### src/rtl/cdd_pkg.sv
// shared widths, month codes and calendar helper functions
// used by calendar_date_difference and cdd_checker; no dependencies
`default_nettype none

package cdd_pkg;

  localparam int DAY_W   = 5;
  localparam int MONTH_W = 4;
  localparam int YEAR_W  = 14;

  // month codes
  localparam logic [MONTH_W-1:0] MON_JAN = 4'd1;
  localparam logic [MONTH_W-1:0] MON_FEB = 4'd2;
  localparam logic [MONTH_W-1:0] MON_MAR = 4'd3;
  localparam logic [MONTH_W-1:0] MON_APR = 4'd4;
  localparam logic [MONTH_W-1:0] MON_MAY = 4'd5;
  localparam logic [MONTH_W-1:0] MON_JUN = 4'd6;
  localparam logic [MONTH_W-1:0] MON_JUL = 4'd7;
  localparam logic [MONTH_W-1:0] MON_AUG = 4'd8;
  localparam logic [MONTH_W-1:0] MON_SEP = 4'd9;
  localparam logic [MONTH_W-1:0] MON_OCT = 4'd10;
  localparam logic [MONTH_W-1:0] MON_NOV = 4'd11;
  localparam logic [MONTH_W-1:0] MON_DEC = 4'd12;

  localparam logic [MONTH_W:0] MONTHS_PER_YEAR = 5'd12;

  // divisibility by 25 on a 14-bit year: multiply by the inverse of 25
  // modulo 2**14 and compare against floor((2**14 - 1) / 25)
  localparam logic [YEAR_W-1:0] DIV25_INV    = 14'd7209;
  localparam logic [YEAR_W-1:0] DIV25_THRESH = 14'd655;

  localparam logic [DAY_W-1:0] LEN_LONG  = 5'd31;
  localparam logic [DAY_W-1:0] LEN_SHORT = 5'd30;
  localparam logic [DAY_W-1:0] LEN_LEAP  = 5'd29;
  localparam logic [DAY_W-1:0] LEN_FEB   = 5'd28;
  localparam logic [DAY_W-1:0] LEN_NONE  = 5'd0;

  // gregorian leap year rule
  function automatic logic is_leap(input logic [YEAR_W-1:0] year);
    logic [2*YEAR_W-1:0] prod;
    logic                div25;
    prod  = {{YEAR_W{1'b0}}, year} * {{YEAR_W{1'b0}}, DIV25_INV};
    div25 = (prod[YEAR_W-1:0] <= DIV25_THRESH);
    // multiple of 4, and a century year only when also a multiple of 16
    return (year[1:0] == 2'b00) && !(div25 && (year[3:2] != 2'b00));
  endfunction

  // days in a month, zero for a month code outside 1 to 12
  function automatic logic [DAY_W-1:0] month_len(input logic [MONTH_W-1:0] month,
                                                 input logic leap);
    logic [DAY_W-1:0] len;
    case (month)
      MON_JAN, MON_MAR, MON_MAY, MON_JUL,
      MON_AUG, MON_OCT, MON_DEC: len = LEN_LONG;
      MON_APR, MON_JUN, MON_SEP, MON_NOV: len = LEN_SHORT;
      MON_FEB: len = leap ? LEN_LEAP : LEN_FEB;
      default: len = LEN_NONE;
    endcase
    return len;
  endfunction

  // full date check
  function automatic logic date_ok(input logic [DAY_W-1:0] day,
                                   input logic [MONTH_W-1:0] month,
                                   input logic [YEAR_W-1:0] year);
    logic [DAY_W-1:0] len;
    len = month_len(month, is_leap(year));
    return (year != '0) && (day != '0) && (day <= len);
  endfunction

endpackage

`default_nettype wire

### src/rtl/calendar_date_difference.sv
// top level: gregorian date validation and elapsed years, months and days
// depends on cdd_pkg
`default_nettype none

// Takes one birth/current date pair per transfer and returns one result per
// pair: a valid flag for each date, an order flag, and the elapsed years,
// months and days (all counts zero on any error). A new pair can be taken
// every cycle while in_stall is low; each result passes through the input
// register and then the result register, with the calendar logic between
// them. in_stall rises only when both registers hold data and the output
// side stalls.
module calendar_date_difference (
  input  wire logic                          clk,
  input  wire logic                          rst_n,
  // input channel
  input  wire logic                          in_valid,
  output logic                               in_stall,
  input  wire logic [cdd_pkg::DAY_W-1:0]     in_birth_day,
  input  wire logic [cdd_pkg::MONTH_W-1:0]   in_birth_month,
  input  wire logic [cdd_pkg::YEAR_W-1:0]    in_birth_year,
  input  wire logic [cdd_pkg::DAY_W-1:0]     in_current_day,
  input  wire logic [cdd_pkg::MONTH_W-1:0]   in_current_month,
  input  wire logic [cdd_pkg::YEAR_W-1:0]    in_current_year,
  // result channel
  output logic                               out_valid,
  input  wire logic                          out_stall,
  output logic                               out_birth_valid,
  output logic                               out_current_valid,
  output logic                               out_order_error,
  output logic [cdd_pkg::YEAR_W-1:0]         out_years_elapsed,
  output logic [cdd_pkg::MONTH_W-1:0]        out_months_elapsed,
  output logic [cdd_pkg::DAY_W-1:0]          out_days_elapsed
);

  // input register
  logic                          in_vld_r;
  logic [cdd_pkg::DAY_W-1:0]     bd_r, cd_r;
  logic [cdd_pkg::MONTH_W-1:0]   bm_r, cm_r;
  logic [cdd_pkg::YEAR_W-1:0]    by_r, cy_r;

  // result register
  logic                          res_vld_r;
  logic                          bval_r, cval_r, late_r;
  logic [cdd_pkg::YEAR_W-1:0]    years_r;
  logic [cdd_pkg::MONTH_W-1:0]   months_r;
  logic [cdd_pkg::DAY_W-1:0]     days_r;

  // next values of the result register
  logic                          bval_nxt, cval_nxt, late_nxt;
  logic [cdd_pkg::YEAR_W-1:0]    years_nxt;
  logic [cdd_pkg::MONTH_W-1:0]   months_nxt;
  logic [cdd_pkg::DAY_W-1:0]     days_nxt;

  logic                          res_load;
  logic                          in_load;

  // pipeline advance
  assign res_load = !res_vld_r || !out_stall;
  assign in_load  = !in_vld_r || res_load;
  assign in_stall = !in_load;

  always_ff @(posedge clk) begin
    if (!rst_n) begin
      in_vld_r <= 1'b0;
    end else if (in_load) begin
      in_vld_r <= in_valid;
    end
  end

  always_ff @(posedge clk) begin
    if (in_load && in_valid) begin
      bd_r <= in_birth_day;
      bm_r <= in_birth_month;
      by_r <= in_birth_year;
      cd_r <= in_current_day;
      cm_r <= in_current_month;
      cy_r <= in_current_year;
    end
  end

  // validation, order check and differences
  logic                        day_short, year_short;
  logic [cdd_pkg::MONTH_W:0]   mon_diff;
  logic [cdd_pkg::DAY_W:0]     blen;
  logic [cdd_pkg::DAY_W:0]     days_wide;

  always_comb begin
    bval_nxt   = cdd_pkg::date_ok(bd_r, bm_r, by_r);
    cval_nxt   = cdd_pkg::date_ok(cd_r, cm_r, cy_r);
    // lexicographic year, month, day compare on raw fields
    late_nxt   = {by_r, bm_r, bd_r} > {cy_r, cm_r, cd_r};

    day_short  = cd_r < bd_r;
    year_short = (cm_r < bm_r) || ((cm_r == bm_r) && day_short);
    blen       = {1'b0, cdd_pkg::month_len(bm_r, cdd_pkg::is_leap(by_r))};

    if (year_short) begin
      mon_diff = cdd_pkg::MONTHS_PER_YEAR + {1'b0, cm_r} - {1'b0, bm_r};
    end else begin
      mon_diff = {1'b0, cm_r} - {1'b0, bm_r};
    end

    // borrow the remaining days of the birth month
    if (day_short) begin
      days_wide = blen - {1'b0, bd_r} + {1'b0, cd_r};
      mon_diff  = mon_diff - 5'd1;
    end else begin
      days_wide = {1'b0, cd_r} - {1'b0, bd_r};
    end

    if (bval_nxt && cval_nxt && !late_nxt) begin
      years_nxt  = cy_r - by_r - {{(cdd_pkg::YEAR_W-1){1'b0}}, year_short};
      months_nxt = mon_diff[cdd_pkg::MONTH_W-1:0];
      days_nxt   = days_wide[cdd_pkg::DAY_W-1:0];
    end else begin
      years_nxt  = '0;
      months_nxt = '0;
      days_nxt   = '0;
    end
  end

  always_ff @(posedge clk) begin
    if (!rst_n) begin
      res_vld_r <= 1'b0;
    end else if (res_load) begin
      res_vld_r <= in_vld_r;
    end
  end

  always_ff @(posedge clk) begin
    if (res_load && in_vld_r) begin
      bval_r   <= bval_nxt;
      cval_r   <= cval_nxt;
      late_r   <= late_nxt;
      years_r  <= years_nxt;
      months_r <= months_nxt;
      days_r   <= days_nxt;
    end
  end

  // result channel
  assign out_valid          = res_vld_r;
  assign out_birth_valid    = bval_r;
  assign out_current_valid  = cval_r;
  assign out_order_error    = late_r;
  assign out_years_elapsed  = years_r;
  assign out_months_elapsed = months_r;
  assign out_days_elapsed   = days_r;

endmodule

`default_nettype wire

### config.mk
export PLATFORM = sky130hd
export DESIGN_NAME = calendar_date_difference
export DESIGN_NICKNAME = d
export VERILOG_FILES = /design/src/rtl/cdd_pkg.sv /design/src/rtl/calendar_date_difference.sv
export SDC_FILE = /design/constraint.sdc
export NUM_CORES = 1
export LEC_CHECK = 0
export BUFFER_PORTS_ARGS = -buffer_cell sky130_fd_sc_hd__buf_2
export CAP_MARGIN = 40
export CORE_ASPECT_RATIO = 1.2
export CORE_MARGIN = 2
export CORE_UTILIZATION = 55
export CTS_CLUSTER_DIAMETER = 120
export DETAILED_ROUTE_END_ITERATION = 7
export GPL_TIMING_DRIVEN = 1
export HOLD_SLACK_MARGIN = 0.05
export PLACE_DENSITY = 0.82
export SLEW_MARGIN = 20
export SYNTH_ARGS = -nofsm -noshare
export SYNTH_HDL_FRONTEND = slang
export SYNTH_SLANG_ARGS = --single-unit
### constraint.sdc
create_clock -name clk -period 6.7 [get_ports clk]
set_input_delay 0.67 -clock clk [delete_from_list [all_inputs] [get_ports clk]]
set_output_delay 0.67 -clock clk [all_outputs]
set_load 0.05 [all_outputs]
# Yosys cells after proc, flatten, opt, wreduce, memory -nomap -nowiden
# Index checks and enable logic that the tools add are counted.
[totals]
romBits = 0
elab_cells = 99
ram_bits = 0
output_inout_bits = 28
latchBits = 0
ff_bits = 74
memories = 0
[op_classes]
eq_ne = 25
n_reduce_logical = 35
div = 0
n_mul = 2
shift = 0
add_sub_neg = 9
muxes = 7
n_bitwise = 0
magnitude_cmp = 7
[op_table]
columns = ["operator", "count"]
rows = [
  ["$eq A4 B4 Y1 const B", 10],
  ["$eq A4 B3 Y1 const B", 8],
  ["$pmux W5 S3", 2],
  ["$le A14 B10 Y1 const B", 2],
  ["$mul A14 B13 Y14 const B", 2],
  ["$reduce_bool A14 Y1", 2],
  ["$gt A23 B23 Y1", 1],
  ["$eq A4 B2 Y1 const B", 4],
  ["$reduce_or A7 Y1", 2],
  ["$sub A14 B1 Y14", 1],
  ["$sub A14 B14 Y14", 1],
  ["$logic_and A1 B1 Y1", 13],
  ["$le A5 B5 Y1", 2],
  ["$reduce_bool A5 Y1", 2],
  ["$sub A5 B5 Y5", 2],
  ["$eq A4 B1 Y1 const B", 2],
  ["$mux W4", 2],
  ["$reduce_or A4 Y1", 2],
  ["$sub A4 B4 Y4", 2],
  ["$logic_not A1 Y1", 7],
  ["$add A5 B5 Y5", 1],
  ["$lt A5 B5 Y1", 1],
  ["$mux W5", 1],
  ["$add A4 B4 Y4 const A", 1],
  ["other kinds (7)", 12],
]

# Longest topological paths before layout
[depth]
word_depth = 11
ltp_mapped = 27
mapped_depth_nobuf = 27

# Worst setup path after synthesis
# OpenSTA, ideal clock, no wires.
[synth_path]
kind = "register to register"
start = "register by_r[0] in the netlist's numbering"
end = "register days_r (netlist bit out_days_elapsed[4]), data pin"
synth_period_minus_slack_ns = 6.032
required_time_ns = 6.554
path_stages_with_launch = 27
setup_slack_ns = 0.668
t_arrival_ns = 5.886
n_path_buf = 0
path_cell_list = "edfxtp_1 > fa_1 > ha_1 > ha_1 > inv_1 > fa_1 > fa_1 > inv_1 > ha_1 > a2111oi_0 > o21ai_0 > a211o_1 > a311oi_1 > nand3_1 > o211a_1 > ha_1 > inv_1 > ha_1 > inv_1 > fa_1 > inv_1 > a21o_1 > a21oi_1 > xnor2_1 > nor2_1 > or3_1 > a21oi_1"
[synth_via]
elab_chain_len = 11
word_cells_on_any_way = 19
classes_between = "add/sub (2); mul (1); order compare (3); mux (3); reduce/logical (10)"
[synth_lines]
columns = ["element", "line", "source"]
rows = [
  ["from (decl)", "calendar_date_difference.sv:39", "logic [cdd_pkg::YEAR_W-1:0] by_r, cy_r;"],
  ["from (signal assigned)", "calendar_date_difference.sv:74", "by_r <= in_birth_year;"],
  ["parallel branches: the longest is 11 deep, another holds $mul A14 B13 Y14", "n/a", ""],
  ["to (signal assigned)", "calendar_date_difference.sv:137", "days_r <= days_nxt;"],
  ["to (decl)", "calendar_date_difference.sv:46", "logic [cdd_pkg::DAY_W-1:0] days_r;"],
]
# Parallel ways; which one is timed is not known.
# A chain may end at the register's enable or synchronous reset.

# Final worst setup path
# Same ends and word-level chain as after synthesis.

==> parameters.txt <==
Parameter                              Value

Clock network
  Number of hold buffers added after CTS ... 0
  Cell at the root of the clock tree ... sky130_fd_sc_hd__clkbuf_16
  Clock slew at reported path FFs ... 0.06 ns
  Number of sinks handled by clock tree synthesis ... 74
  Clk buf depth ... 2
  Number of H-tree levels ... 3
  CTS tree ... done
  Clk_lat worst skew ... 0.34 ns
  CTS Buf Count ... 9

Run status
  Outcome ... finished clean

Min path
  Worst min path class ... reg -> reg

Placed design
  DP Worst Slack ... 0.252 ns
  Number of input and output port buffers inserted ... 77
  HPWL after DPL ... 12000 microns
  Weighted congestion reported at the end of routability-driven placement ... about 0.94
  Cell area reported after detailed placement ... 7900 sq um

Timing
  Slew headroom ... 61.3%
  Endpoints failing setup ... 0
  Slew at the pin closest to its max-slew limit ... 0.580 ns
  Setup skew after layout ... 0.00750 ns
  Timing-limited maximum frequency ... 157 MHz
  Tcrit/Tclk final ... between 90% and 100%
  Total negative slack for setup checks ... 0 ns
  Worst path setup slack after routing ... between 0.3 and 0.4 ns
  RSZ-0062 raised after global routing ... no
  Final Hold Fails ... 0
  Final period demand of the worst path ... 6.37 ns
  Max Transition Viols Final ... 0

Cells and area
  Area Overhead vs Synth ... 13.2%
  Total area of multi-input combinational cells ... 4530 sq um
  Number of antenna cells inserted ... 0
  Core occupancy in the finished layout ... 63.1%
  Fraction of layout cells with a size suffix above 1 ... 14.6%
  Number of fill cells in the layout ... 1008
  Sequential cell area ... 2200 sq um
  Number of nets at the end of the flow ... around 1000
  Layout Cell Area excl Fill ... 8250 sq um

Worst setup path
  Crit Path Max Fanout ... 5
  Category of the most critical setup path ... reg -> reg
  Endpoint arrival time on the critical path ... approximately 6.6 ns
  Setup slack, reg-to-reg ... 0.33 ns
  Endpoint kind of the worst setup timing path ... flip-flop
  Crit-path max cell delay ... 0.56 ns
  Critical Path Source Type ... flip-flop
  Critical Path Slowest Stage Cell ... sky130_fd_sc_hd__fa_1
  Required arrival time at the worst endpoint ... 6.88 ns

Floorplanning
  Total Die Area ... 14200 sq um
  Top-Level Pins ... 78
  Number of placement rows ... 46
  CORE AREA ... approximately 13000 sq um
  Die W ... 109 microns
  Initial core utilization ... 55.8%
  Die Span Y ... 130 microns

Synth
  Distinct cells, synth ... 65
  Fraction of registers with async set/reset ... 0%
  Portion of synthesized cell area occupied by the leading cell type ... approximately 30%
  Yosys reg bits ... 74
  Count of flip-flops with a built-in enable after synthesis ... around 70
  Main flop type after synthesis ... sky130_fd_sc_hd__edfxtp_1
  Library cell occupying the most area in the post-synthesis netlist ... sky130_fd_sc_hd__edfxtp_1
  Synthesized instance count ... around 700
  Net count after synthesis ... 934
  Cell area after synthesis ... 7290 sq um
  Largest cells by area after synthesis ... sky130_fd_sc_hd__edfxtp_1, sky130_fd_sc_hd__ha_1, sky130_fd_sc_hd__fa_1
  Number of synthesis warnings ... 0
  Sequential share of the synthesized area ... 30.2%
  Average size of a mapped cell ... about 10 sq um

Power
  PnR Total Power ... 1980 uW
  Peak ir drop on the vdd network ... 0.164 mV
  Pwr per Cell Area ... 240 nW/um^2
  Leakage ... 0.00395 uW

Global routing
  Total congestion overflow ... 0
  Via count of the first global-routing pass ... 5150
  Antenna violations before repair ... 0
  Wire length of the first global-routing pass ... between 20000 and 25000 microns
  Combined global-route utilization of all metal layers ... between 20% and 30%
  Largest net degree at the start of global routing ... 47

Job
  Maximum capacitance violations ... 0

Routing
  Post-detailed-route via-to-cell ratio ... 5.40
  Via count ... roughly 5200
  Antenna-violating nets left ... 0
  Violation count after the first detailed-routing iteration ... 247
  Total wirelength of the detailed-routed design ... 14300 microns
  Post-detailed-route DRC marker count ... 0
  Number of iterations in the first detailed-routing pass ... 4
  Wirelength per Cell ... around 15 microns
## cell families after synthesis
kind of cell    after synthesis  synth area share [%]
xor+xnor                     53                  6.37
simple gates                125                  9.13
compound gates              114                  10.6
buf+inv                     150                  7.93
fa+ha+maj                   182                  35.2
flops                        74                  30.2
mux                           4                 0.584
## layout make-up
class | count | share of cell area (%)
multi-input combinational | 478 | 55.0
sequential | 74 | 26.7
inverter | 147 | 6.69
timing repair buffer | 82 | 5.13
clock buffer | 10 | 2.90
tap | 168 | 2.55
clock inverter | 6 | 1.08
## where the power goes
group          switching, uW  total, uW  internal (uW)  leakage (uW)
Clock                    186        523            336      0.000155
Combinational            497        870            373       0.00309
Sequential              33.9        589            555      0.000711
## final timing paths
check,start,end,cells past startpoint
worst max-delay path,by_r[0],out_days_elapsed[4],26
worst min-delay path,in_vld_r,out_valid,2
worst min register to register,in_vld_r,out_valid,2
worst max register to register,by_r[0],out_days_elapsed[4],26
## state kept, by name, indices dropped and copies added, names as in the netlist, 4 cells and up
register	cells
by_r	14
cy_r	14
out_years_elapsed	14
bd_r	5
cd_r	5
out_days_elapsed	5
bm_r	4
cm_r	4
out_months_elapsed	4
## cells in the mapped netlist, types with 7 or more instances
library cell and number:
sky130_fd_sc_hd__fa_1 38, sky130_fd_sc_hd__a21o_1 9, sky130_fd_sc_hd__xor2_1 15, sky130_fd_sc_hd__nand2b_1 7, sky130_fd_sc_hd__xnor2_1 38, sky130_fd_sc_hd__nor2b_1 8, sky130_fd_sc_hd__inv_1 147, sky130_fd_sc_hd__o21ai_0 18
sky130_fd_sc_hd__nand2_1 12, sky130_fd_sc_hd__nand4_1 9, sky130_fd_sc_hd__ha_1 144, sky130_fd_sc_hd__a21oi_1 32, sky130_fd_sc_hd__edfxtp_1 72, sky130_fd_sc_hd__nor3_1 7, sky130_fd_sc_hd__nor2_1 52
## worst max-delay path, delay by kind of cell (launching register included)
family | cells | cell delay (ns)
AO/OA/AOI/OAI | 8 | 1.48
flip-flops | 1 | 0.42
XOR/XNOR | 1 | 0.15
AND/OR/NAND/NOR | 3 | 0.54
buffers and inverters | 5 | 0.31
adder cells (fa/ha/maj) | 9 | 3.31
## per-stage QoR
step                hold WS (ns)  instances
floorplan                  0.466        702
global placement           0.486        948
detailed placement         0.487        948
CTS                        0.497        964
global route               0.494        965
finish                     0.497        965
## per-layer routing
metal | up-vias | global-route usage [%] | part of all wire, %
met5 | - | 0 | 0
met4 | 0 | 9.88 | 3.5
met3 | 41 | 3.35 | 4.7
met2 | 139 | 37.8 | 49
met1 | 2465 | 26.7 | 42
li1 | 2567 | - | -
## layout by cell type (no fill, tap or decap), types with 7 or more instances in the layout
master                      count
sky130_fd_sc_hd__inv_1        147
sky130_fd_sc_hd__xor2_1        15
sky130_fd_sc_hd__a21o_1         9
sky130_fd_sc_hd__nand2_1       12
sky130_fd_sc_hd__nand4_1        9
sky130_fd_sc_hd__edfxtp_1      72
sky130_fd_sc_hd__xnor2_1       38
sky130_fd_sc_hd__fa_1          38
sky130_fd_sc_hd__ha_1         144
sky130_fd_sc_hd__nor3_1         7
sky130_fd_sc_hd__nor2_1        52
sky130_fd_sc_hd__nor2b_1        7
sky130_fd_sc_hd__clkbuf_16      9
sky130_fd_sc_hd__o21ai_0       18
sky130_fd_sc_hd__nand2b_1       7
sky130_fd_sc_hd__buf_2         77
sky130_fd_sc_hd__a21oi_1       32
## repair_timing
item / CTS / global route
setup endpoints to repair: 0 / 1
buffers inserted: 0 / 1
gates resized for setup: 0 / 3
Note: power is estimated with default switching activity, not from simulation.
